<file path="config.mk">
export PLATFORM = sky130hd
export DESIGN_NAME = width_reshard_segment_generator
export DESIGN_NICKNAME = d
export VERILOG_FILES = /design/src/design/rsg_pkg.sv /design/src/design/rsg_front.sv /design/src/design/rsg_cmd_fifo.sv /design/src/design/rsg_back.sv /design/src/design/width_reshard_segment_generator.sv
export SDC_FILE = /design/constraint.sdc
export NUM_CORES = 1
export LEC_CHECK = 0
export ABC_AREA = 1
export BUFFER_PORTS_ARGS = -buffer_cell sky130_fd_sc_hd__buf_2
export CAP_MARGIN = 0
export CORE_ASPECT_RATIO = 0.7
export CORE_MARGIN = 4
export CORE_UTILIZATION = 57
export CTS_CLUSTER_DIAMETER = 80
export DETAILED_ROUTE_END_ITERATION = 6
export PLACE_DENSITY = 0.8
export SLEW_MARGIN = 30
export SYNTH_ARGS = -nofsm -noshare
export SYNTH_HDL_FRONTEND = slang
export SYNTH_SLANG_ARGS = --single-unit
</file>
<file path="constraint.sdc">
create_clock -name clk -period 9.29 [get_ports clk]
set_input_delay 0.929 -clock clk [delete_from_list [all_inputs] [get_ports clk]]
set_output_delay 0.929 -clock clk [all_outputs]
set_load 0.01 [all_outputs]
</file>
<file path="src/design/rsg_pkg.sv">
// Shared types and constants for the width reshard segment generator.
// Used by the front end, back end and top level; no dependencies of its own.
package rsg_pkg;

  localparam int CFG_ADDR_W = 3;
  localparam int CFG_DATA_W = 16;

  typedef enum logic [CFG_ADDR_W-1:0] {
    CFG_LOCAL_WIDTH   = 3'd0,
    CFG_REMOTE_WIDTH  = 3'd1,
    CFG_ELEMENT_BYTES = 3'd2,
    CFG_LOCAL_COUNT   = 3'd3,
    CFG_REMOTE_COUNT  = 3'd4
  } cfg_addr_t;

  typedef struct packed {
    logic [15:0] local_width;
    logic [15:0] remote_width;
    logic [4:0]  element_bytes;
    logic [7:0]  local_count;
    logic [7:0]  remote_count;
  } cfg_t;

  localparam cfg_t CFG_RESET = '{
    local_width:   16'd1,
    remote_width:  16'd1,
    element_bytes: 5'd2,
    local_count:   8'd1,
    remote_count:  8'd1
  };

  localparam logic [4:0] ELEM_BYTES_MAX = 5'd16;

  // What the back end has to do with one item.
  typedef enum logic [1:0] {
    CMD_RUN  = 2'd0,
    CMD_SKIP = 2'd1,
    CMD_PAST = 2'd2
  } cmd_kind_t;

  typedef enum logic {
    BK_IDLE = 1'b0,
    BK_RUN  = 1'b1
  } back_state_t;

endpackage

</file>
<file path="src/design/rsg_front.sv">
// Front end: accepts items, tracks the local shard position and classifies
// each item into a back-end command. Depends on rsg_pkg.
module rsg_front #(
  parameter int PW = 8
) (
  input  logic                  clk,
  input  logic                  rst_n,
  input  logic                  in_valid,
  output logic                  in_stall,
  input  logic                  in_restart,
  input  logic [15:0]           local_width,
  input  logic [PW-1:0]         local_count,
  input  logic                  cmd_full,
  output logic                  cmd_push,
  output rsg_pkg::cmd_kind_t    cmd_kind,
  output logic                  cmd_restart,
  output logic                  cmd_last_local,
  output logic [PW-1:0]         cmd_index
);

  logic [PW-1:0] local_pos_r;
  logic [PW-1:0] local_pos_nxt;
  logic [PW-1:0] pos;
  logic [PW:0]   pos_inc;
  logic          past;

  assign in_stall = cmd_full;
  assign cmd_push = in_valid && !cmd_full;

  always_comb begin
    pos     = in_restart ? '0 : local_pos_r;
    pos_inc = {1'b0, pos} + {{PW{1'b0}}, 1'b1};
    past    = pos >= local_count;
    if (past) begin
      cmd_kind = rsg_pkg::CMD_PAST;
    end else if (local_width == 16'd0) begin
      cmd_kind = rsg_pkg::CMD_SKIP;
    end else begin
      cmd_kind = rsg_pkg::CMD_RUN;
    end
    cmd_restart    = in_restart;
    cmd_index      = pos;
    cmd_last_local = pos_inc >= {1'b0, local_count};
    // hold position on a shard past the end, advance otherwise
    local_pos_nxt  = past ? pos : pos_inc[PW-1:0];
  end

  always_ff @(posedge clk) begin
    if (!rst_n) begin
      local_pos_r <= '0;
    end else if (cmd_push) begin
      local_pos_r <= local_pos_nxt;
    end
  end

endmodule

</file>
<file path="src/design/rsg_cmd_fifo.sv">
// Two-entry command queue between front and back end.
// Generic payload width; no package dependencies.
module rsg_cmd_fifo #(
  parameter int W = 12
) (
  input  logic         clk,
  input  logic         rst_n,
  input  logic         push,
  input  logic [W-1:0] push_data,
  output logic         full,
  input  logic         pop,
  output logic [W-1:0] pop_data,
  output logic         not_empty
);

  logic [W-1:0] mem_r [2];
  logic         wr_ptr_r;
  logic         rd_ptr_r;
  logic [1:0]   count_r;

  assign full      = count_r == 2'd2;
  assign not_empty = count_r != 2'd0;
  assign pop_data  = mem_r[rd_ptr_r];

  always_ff @(posedge clk) begin
    if (push) begin
      mem_r[wr_ptr_r] <= push_data;
    end
  end

  always_ff @(posedge clk) begin
    if (!rst_n) begin
      wr_ptr_r <= 1'b0;
      rd_ptr_r <= 1'b0;
      count_r  <= 2'd0;
    end else begin
      if (push) begin
        wr_ptr_r <= !wr_ptr_r;
      end
      if (pop) begin
        rd_ptr_r <= !rd_ptr_r;
      end
      if (push && !pop) begin
        count_r <= count_r + 2'd1;
      end else if (pop && !push) begin
        count_r <= count_r - 2'd1;
      end
    end
  end

endmodule

</file>
<file path="src/design/rsg_back.sv">
// Back end: takes commands from the queue, walks the remote shards one
// segment per cycle unless the output stalls, and drives the output register. Depends on rsg_pkg.
module rsg_back #(
  parameter int PW = 8,
  parameter int MAX_SEGMENTS = 64
) (
  input  logic               clk,
  input  logic               rst_n,
  input  logic [15:0]        local_width,
  input  logic [15:0]        remote_width,
  input  logic [4:0]         elem_bytes,
  input  logic [PW-1:0]      remote_count,
  input  logic               cmd_valid,
  output logic               cmd_pop,
  input  rsg_pkg::cmd_kind_t cmd_kind,
  input  logic               cmd_restart,
  input  logic               cmd_last_local,
  input  logic [PW-1:0]      cmd_index,
  output logic               out_valid,
  input  logic               out_stall,
  output logic [6:0]         out_local_index,
  output logic [19:0]        out_length_bytes,
  output logic [19:0]        out_local_offset_bytes,
  output logic [6:0]         out_remote_index,
  output logic [19:0]        out_remote_offset_bytes,
  output logic               out_last_of_shard,
  output logic               out_overrun
);

  localparam int SW = (MAX_SEGMENTS > 1) ? $clog2(MAX_SEGMENTS) : 1;
  localparam logic [SW-1:0] SEG_LAST = SW'(MAX_SEGMENTS - 1);

  function automatic logic [19:0] to_bytes(input logic [4:0] eb, input logic [15:0] n);
    logic [20:0] p;
    p = 21'(eb) * 21'(n);
    return p[19:0];
  endfunction

  rsg_pkg::back_state_t state_r, state_nxt;

  logic [PW-1:0] pos_r, pos_nxt;
  logic [15:0]   fill_r, fill_nxt;
  logic [15:0]   loff_r, loff_nxt;
  logic [SW-1:0] seg_r, seg_nxt;
  logic [PW-1:0] idx_r;
  logic          last_local_r;

  logic          adv;
  logic          emit;
  logic          done;
  logic [6:0]    e_li;
  logic [19:0]   e_len;
  logic [19:0]   e_loff;
  logic [6:0]    e_ri;
  logic [19:0]   e_roff;
  logic          e_last;
  logic          e_ovr;

  logic [PW-1:0] pos_a;
  logic [PW:0]   pos_a_inc;
  logic [15:0]   fill_a;
  logic          over_remote;
  logic          final_seg;
  logic [15:0]   rem_in;
  logic [15:0]   rem_out;
  logic [15:0]   take;
  logic [16:0]   loff_sum;
  logic [15:0]   fill_sum;
  logic          shard_done;
  logic          seg_limit;

  logic          out_valid_r;
  logic [6:0]    li_r;
  logic [19:0]   len_r;
  logic [19:0]   loff_out_r;
  logic [6:0]    ri_r;
  logic [19:0]   roff_r;
  logic          last_r;
  logic          ovr_r;

  assign adv     = !out_valid_r || !out_stall;
  assign cmd_pop = (state_r == rsg_pkg::BK_IDLE) && cmd_valid && adv;

  // next state
  always_comb begin
    state_nxt = state_r;
    unique case (state_r)
      rsg_pkg::BK_IDLE: begin
        if (cmd_pop && cmd_kind == rsg_pkg::CMD_RUN) begin
          state_nxt = rsg_pkg::BK_RUN;
        end
      end
      rsg_pkg::BK_RUN: begin
        if (adv && done) begin
          state_nxt = rsg_pkg::BK_IDLE;
        end
      end
      default: state_nxt = rsg_pkg::BK_IDLE;
    endcase
  end

  // segment arithmetic for the current remote shard
  always_comb begin
    if (fill_r >= remote_width) begin
      fill_a = 16'd0;
      pos_a  = (pos_r < remote_count) ? PW'({1'b0, pos_r} + {{PW{1'b0}}, 1'b1}) : pos_r;
    end else begin
      fill_a = fill_r;
      pos_a  = pos_r;
    end
    pos_a_inc   = {1'b0, pos_a} + {{PW{1'b0}}, 1'b1};
    over_remote = pos_a >= remote_count;
    final_seg   = last_local_r && (pos_a_inc >= {1'b0, remote_count});
    rem_in      = local_width - loff_r;
    rem_out     = remote_width - fill_a;
    if (final_seg) begin
      take = rem_out;
    end else begin
      take = (rem_in < rem_out) ? rem_in : rem_out;
    end
    loff_sum   = {1'b0, loff_r} + {1'b0, take};
    fill_sum   = fill_a + take;
    shard_done = final_seg || (loff_sum >= {1'b0, local_width});
    seg_limit  = seg_r == SEG_LAST;
  end

  // outputs of each state
  always_comb begin
    pos_nxt  = pos_r;
    fill_nxt = fill_r;
    loff_nxt = loff_r;
    seg_nxt  = seg_r;
    emit     = 1'b0;
    done     = 1'b0;
    e_li     = 7'(idx_r);
    e_len    = 20'd0;
    e_loff   = 20'd0;
    e_ri     = 7'd0;
    e_roff   = 20'd0;
    e_last   = 1'b0;
    e_ovr    = 1'b0;
    unique case (state_r)
      rsg_pkg::BK_IDLE: begin
        if (cmd_pop) begin
          if (cmd_restart) begin
            pos_nxt  = '0;
            fill_nxt = 16'd0;
          end
          loff_nxt = 16'd0;
          seg_nxt  = '0;
          if (cmd_kind == rsg_pkg::CMD_PAST) begin
            emit   = 1'b1;
            e_li   = 7'(cmd_index);
            e_last = 1'b1;
            e_ovr  = 1'b1;
          end
        end
      end
      rsg_pkg::BK_RUN: begin
        if (adv) begin
          emit   = 1'b1;
          e_loff = to_bytes(elem_bytes, loff_r);
          e_ri   = 7'(pos_a);
          if (over_remote) begin
            // out of remote shards: report where the local shard stopped
            pos_nxt  = pos_a;
            fill_nxt = fill_a;
            e_last   = 1'b1;
            e_ovr    = 1'b1;
            done     = 1'b1;
          end else begin
            e_len  = to_bytes(elem_bytes, take);
            e_roff = to_bytes(elem_bytes, fill_a);
            if (fill_sum == remote_width) begin
              pos_nxt  = pos_a_inc[PW-1:0];
              fill_nxt = 16'd0;
            end else begin
              pos_nxt  = pos_a;
              fill_nxt = fill_sum;
            end
            loff_nxt = loff_sum[15:0];
            seg_nxt  = seg_r + SW'(1);
            done     = shard_done || seg_limit;
            e_last   = done;
            e_ovr    = !shard_done && seg_limit;
          end
        end
      end
      default: ;
    endcase
  end

  always_ff @(posedge clk) begin
    if (!rst_n) begin
      state_r <= rsg_pkg::BK_IDLE;
      pos_r   <= '0;
      fill_r  <= 16'd0;
    end else begin
      state_r <= state_nxt;
      pos_r   <= pos_nxt;
      fill_r  <= fill_nxt;
    end
  end

  always_ff @(posedge clk) begin
    loff_r <= loff_nxt;
    seg_r  <= seg_nxt;
    if (cmd_pop) begin
      idx_r        <= cmd_index;
      last_local_r <= cmd_last_local;
    end
  end

  always_ff @(posedge clk) begin
    if (!rst_n) begin
      out_valid_r <= 1'b0;
    end else if (emit) begin
      out_valid_r <= 1'b1;
    end else if (!out_stall) begin
      out_valid_r <= 1'b0;
    end
  end

  always_ff @(posedge clk) begin
    if (emit) begin
      li_r       <= e_li;
      len_r      <= e_len;
      loff_out_r <= e_loff;
      ri_r       <= e_ri;
      roff_r     <= e_roff;
      last_r     <= e_last;
      ovr_r      <= e_ovr;
    end
  end

  assign out_valid               = out_valid_r;
  assign out_local_index         = li_r;
  assign out_length_bytes        = len_r;
  assign out_local_offset_bytes  = loff_out_r;
  assign out_remote_index        = ri_r;
  assign out_remote_offset_bytes = roff_r;
  assign out_last_of_shard       = last_r;
  assign out_overrun             = ovr_r;

endmodule

</file>
<file path="src/design/width_reshard_segment_generator.sv">
// Top level of the width reshard segment generator: configuration registers,
// front end, command queue and back end. Depends on rsg_pkg and all rsg_ modules.
//
// Each item on the input channel (in_valid / in_stall, payload in_restart)
// stands for the next local shard of a pass; in_restart = 1 starts a new pass.
// The block answers with the copy segments of that shard on the output
// channel (out_valid / out_stall), the last one marked by out_last_of_shard.
// Configuration is written through cfg_we / cfg_addr / cfg_wdata; the user must do so only
// while the block is idle, which the block itself does not enforce; register indexes follow rsg_pkg::cfg_addr_t.
// On its way to the output an item passes the command queue, the back end's run
// state and the output register; the single result of a shard past the end is
// registered as its command is taken from the queue. The back end issues one
// segment per cycle while the receiver does not stall, and takes each command
// from the queue in its idle state before it walks the remote shards; a shard
// past the end or of zero width is handled in the idle state alone.
// The two-entry command queue lets the front end keep accepting items while
// the back end works. When the receiver stalls, the output register holds its
// segment and the back end waits; the queue fills and then in_stall rises.
// Reset clears positions, queue and output valid and loads the register
// defaults (widths 1, two bytes per element, counts 1).
module width_reshard_segment_generator #(
  parameter int MAX_SHARDS   = 128,
  parameter int MAX_SEGMENTS = 64
) (
  input  logic        clk,
  input  logic        rst_n,
  input  logic        in_valid,
  output logic        in_stall,
  input  logic        in_restart,
  output logic        out_valid,
  input  logic        out_stall,
  output logic [6:0]  out_local_index,
  output logic [19:0] out_length_bytes,
  output logic [19:0] out_local_offset_bytes,
  output logic [6:0]  out_remote_index,
  output logic [19:0] out_remote_offset_bytes,
  output logic        out_last_of_shard,
  output logic        out_overrun,
  input  logic        cfg_we,
  input  logic [rsg_pkg::CFG_ADDR_W-1:0] cfg_addr,
  input  logic [rsg_pkg::CFG_DATA_W-1:0] cfg_wdata
);

  localparam int PW = (MAX_SHARDS > 1) ? $clog2(MAX_SHARDS + 1) : 1;
  localparam int KW = $bits(rsg_pkg::cmd_kind_t);
  localparam int CMD_W = KW + 2 + PW;

  rsg_pkg::cfg_t cfg_r;
  logic [PW-1:0] lc_eff;
  logic [PW-1:0] rc_eff;
  logic [4:0]    eb_eff;

  always_ff @(posedge clk) begin
    if (!rst_n) begin
      cfg_r <= rsg_pkg::CFG_RESET;
    end else if (cfg_we) begin
      unique case (cfg_addr)
        rsg_pkg::CFG_LOCAL_WIDTH:   cfg_r.local_width   <= cfg_wdata;
        rsg_pkg::CFG_REMOTE_WIDTH:  cfg_r.remote_width  <= cfg_wdata;
        rsg_pkg::CFG_ELEMENT_BYTES: cfg_r.element_bytes <= cfg_wdata[4:0];
        rsg_pkg::CFG_LOCAL_COUNT:   cfg_r.local_count   <= cfg_wdata[7:0];
        rsg_pkg::CFG_REMOTE_COUNT:  cfg_r.remote_count  <= cfg_wdata[7:0];
        default: ;
      endcase
    end
  end

  // clamp counts to the shard limit and element size to sixteen bytes
  always_comb begin
    lc_eff = (32'(cfg_r.local_count) > MAX_SHARDS) ? PW'(MAX_SHARDS)
                                                   : PW'(cfg_r.local_count);
    rc_eff = (32'(cfg_r.remote_count) > MAX_SHARDS) ? PW'(MAX_SHARDS)
                                                    : PW'(cfg_r.remote_count);
    eb_eff = (cfg_r.element_bytes > rsg_pkg::ELEM_BYTES_MAX) ? rsg_pkg::ELEM_BYTES_MAX
                                                             : cfg_r.element_bytes;
  end

  logic               f_push;
  rsg_pkg::cmd_kind_t f_kind;
  logic               f_restart;
  logic               f_last_local;
  logic [PW-1:0]      f_index;
  logic               q_full;
  logic               q_not_empty;
  logic               q_pop;
  logic [CMD_W-1:0]   q_push_data;
  logic [CMD_W-1:0]   q_pop_data;
  rsg_pkg::cmd_kind_t b_kind;

  rsg_front #(
    .PW(PW)
  ) u_front (
    .clk            (clk),
    .rst_n          (rst_n),
    .in_valid       (in_valid),
    .in_stall       (in_stall),
    .in_restart     (in_restart),
    .local_width    (cfg_r.local_width),
    .local_count    (lc_eff),
    .cmd_full       (q_full),
    .cmd_push       (f_push),
    .cmd_kind       (f_kind),
    .cmd_restart    (f_restart),
    .cmd_last_local (f_last_local),
    .cmd_index      (f_index)
  );

  assign q_push_data = {f_kind, f_restart, f_last_local, f_index};

  rsg_cmd_fifo #(
    .W(CMD_W)
  ) u_queue (
    .clk       (clk),
    .rst_n     (rst_n),
    .push      (f_push),
    .push_data (q_push_data),
    .full      (q_full),
    .pop       (q_pop),
    .pop_data  (q_pop_data),
    .not_empty (q_not_empty)
  );

  assign b_kind = rsg_pkg::cmd_kind_t'(q_pop_data[CMD_W-1 -: KW]);

  rsg_back #(
    .PW           (PW),
    .MAX_SEGMENTS (MAX_SEGMENTS)
  ) u_back (
    .clk                     (clk),
    .rst_n                   (rst_n),
    .local_width             (cfg_r.local_width),
    .remote_width            (cfg_r.remote_width),
    .elem_bytes              (eb_eff),
    .remote_count            (rc_eff),
    .cmd_valid               (q_not_empty),
    .cmd_pop                 (q_pop),
    .cmd_kind                (b_kind),
    .cmd_restart             (q_pop_data[PW+1]),
    .cmd_last_local          (q_pop_data[PW]),
    .cmd_index               (q_pop_data[PW-1:0]),
    .out_valid               (out_valid),
    .out_stall               (out_stall),
    .out_local_index         (out_local_index),
    .out_length_bytes        (out_length_bytes),
    .out_local_offset_bytes  (out_local_offset_bytes),
    .out_remote_index        (out_remote_index),
    .out_remote_offset_bytes (out_remote_offset_bytes),
    .out_last_of_shard       (out_last_of_shard),
    .out_overrun             (out_overrun)
  );

endmodule

</file>
==> metrics.md <==
| Metric | Value |
|---|---|
| Synthesized net count | 2984 |
| DRC viols | 0 |
| Placed cell area | 22400 um^2 |
| Initial drt markers | 1722 |
| RSZ-0062 raised after global routing | true |
| WL per Instance | 18.1 um |
| Hold Vio Cnt, Final | 0 |
| Hold Buf Count CTS | 0 |
| Vias per Instance | 5.66 |
| Crit path time final | 8930 ps |
| Max cap viols | 0 |
| CTS tree | yes |
| Delay-heaviest family, CP | compound AO/OA/AOI/OAI gates |
| Routed WL | 59700 um |
| Slew HR | 0.427 |
| Crit path DAT | 9220 ps |
| Max Fclk | 112 MHz |
| Antenna Cells | 0 |
| Share of layout cells above drive strength 1 | 0.171 |
| Nets | 3197 |
| Outcome | finished, final reports clean |
| Routability congestion estimate | 0.987 |
| Met1 wire length | 26200 um |
| Worst EP required | 9570 ps |
| Post-synth EDFFs | 128 |
| Detailed Place HPWL | 46100 um |
| GRT Residual Overflow | 0 |
| Clock tree buffer depth | 3 |
| WL met3 | 6240 um |
| Slew @ Worst Pin | 860 ps |
| Die area | 39200 um^2 |
| Top-Level Pins | 103 |
| Core Region | 35200 um^2 |
| Count of cell types in the netlist | 56 |
| Critical-path top delay cell | fa_2 |
| First-pass GRT wire length | 93900 um |
| Depth of the CTS H-tree | 1 |
| Final setup fails | 0 |
| Routed Antenna Nets | 0 |
| CP endpoint kind | register |
| Fin area | 24000 um^2 |
| Initial antenna violation count | 1 |
| Critical Path Fanout Max | 6 |
| Drt pass-1 iters | 6 |
| Critical path class | register to register |
| Clock transition at path regs | 60 ps |
| Syn-to-layout area delta | 16.7% |
| Fin crit share | 0.962 |
| Slowest cell delay on critical path | 390 ps |
| Top sig layer | met5 |
| Seq cells post-synth | 220 |
| Die Span Y | 167 um |
| Total number of vias | 18700 |
| Most common cell after layout, fill and taps aside | nand2_1 |
| CTS sink count | 220 |
| Clock skew | 33.9 ps |
| Rows | 57 |
| Total GRT Usage | 0.295 |
| Port bufs | 102 |
| Post-synth top flop | edfxtp_1 |
| Register area share after synthesis | 0.276 |
| Count of pins over their slew limit | 0 |
| Width of the die | 235 um |
| Met2 wire length | 25500 um |
| Fill cells | 2833 |
| Most frequent cells in the layout | nand2_1 (478), inv_1 (387), nor2_1 (280), a21oi_1 (219), ha_1 (217) |
| Cells after synthesis | 2596 |
| YS warnings | 0 |
| Vias in the first global route | 18000 |
| Mean post-synth cell area | 7.92 um^2 |
| Hold/Removal Path Class | register to register |
| Root buf cell | clkbuf_16 |
| CTS buffer count | 26 |
| Asr flop ratio synth | 0 |
| Clk Latency, worst-skew pair | 580 ps |
| Largest net degree at the start of global routing | 78 |
| Worst path most repeated cell | nand2_1 |
| Buffers plus inverters on the worst setup path | 9 |
| CP Launch Type | register |
| Starting density of the core | 0.585 |
| Area of the mapped netlist | 20600 um^2 |
## synthesized netlist by cell type (all sizes together) (57+ instances only)
master  instances  area (um^2)
nand2         524         2070
inv           415         1560
nor2          289         1100
a21oi         247         1270
ha            236         2950
o21ai         135          691
edfxtp        128         3840
fa            127         2540
dfxtp          92         1840
nand3          82          448
xor2           75          657
clkbuf         57          218
## state kept, by name, summed over array words and instances, names as in the netlist, 8 cells and up, named ones only
name and flops:
cfg_r 53, u_back.fill_r 16, u_back.loff_r 16, u_back.out_length_bytes 20, u_back.out_local_offset_bytes 20, u_back.out_remote_offset_bytes 20, u_back.pos_r 8, u_front.local_pos_r 8
u_queue.mem_r 22
## per-layer routing
metal	vias to the layer above	GRT usage
li1	8881	-
met4	2	0.0801
met2	802	0.450
met1	8880	0.422
met3	127	0.0709
met5	-	0
## path summary, 6_finish.rpt
kind / from / slack [ps] / depth (start not counted) / to
setup reg to reg: u_back.fill_r[11] / 360 / 62 / u_back.out_overrun
hold / removal: u_front.local_pos_r[4] / 470 / 2 / u_front.local_pos_r[4]
hold reg to reg: u_front.local_pos_r[4] / 470 / 2 / u_front.local_pos_r[4]
setup / recovery: u_back.fill_r[11] / 360 / 62 / u_back.out_overrun
## through the flow
step / setup TNS [ps] / util / worst slack (ps) / std cells / hold slack [ps]
CTS: 0 / 0.664 / 28.2 / 3287 / 468
global placement: 0 / 0.638 / 155 / 3240 / 432
floorplan: 0 / - / 212 / 2596 / 426
detailed placement: -47.2 / 0.638 / -47.2 / 3240 / 459
finish: 0 / 0.683 / 356 / 3300 / 465
global route: -645 / 0.683 / -223 / 3300 / 492
## tightest hold or removal path: cells and delay by family (launching register included)
family / cells / cell delay, ps
AO/OA/AOI/OAI: 1 / 60
flip-flops: 1 / 310
AND/OR/NAND/NOR: 1 / 60
## cell families (layout without fill, tap and decap cells)
kind of cell | Yosys count | count (layout) | share of synthesized area
and+or+nand+nor | 967 | 967 | 0.197
DFF | 220 | 220 | 0.276
buffers and inverters | 483 | 715 | 0.0896
muxes | 11 | 11 | 0.00596
xor gates and xnor gates | 98 | 98 | 0.0417
AOI/OAI and AO/OA | 454 | 454 | 0.123
adders and majority gates | 363 | 363 | 0.267
## layout make-up
cell class	count	area, um^2	share of cell area
multi-input cells	1893	13600	0.567
flip-flops and latches	220	5700	0.237
repair buffers	247	1630	0.0679
clock inverters	17	215	0.00896
well taps	472	591	0.0246
clock buffers	30	666	0.0277
inverters	421	1590	0.0663
## what timing repair did
item	in CTS	in global routing
pin swaps	0	62
setup endpoints to repair	2	36
gates cloned	0	0
buffers inserted	0	14
resized for setup	2	146
Power is not shown: default switching activity piles up to over one toggle a cycle in this logic, so the estimate is an artifact.
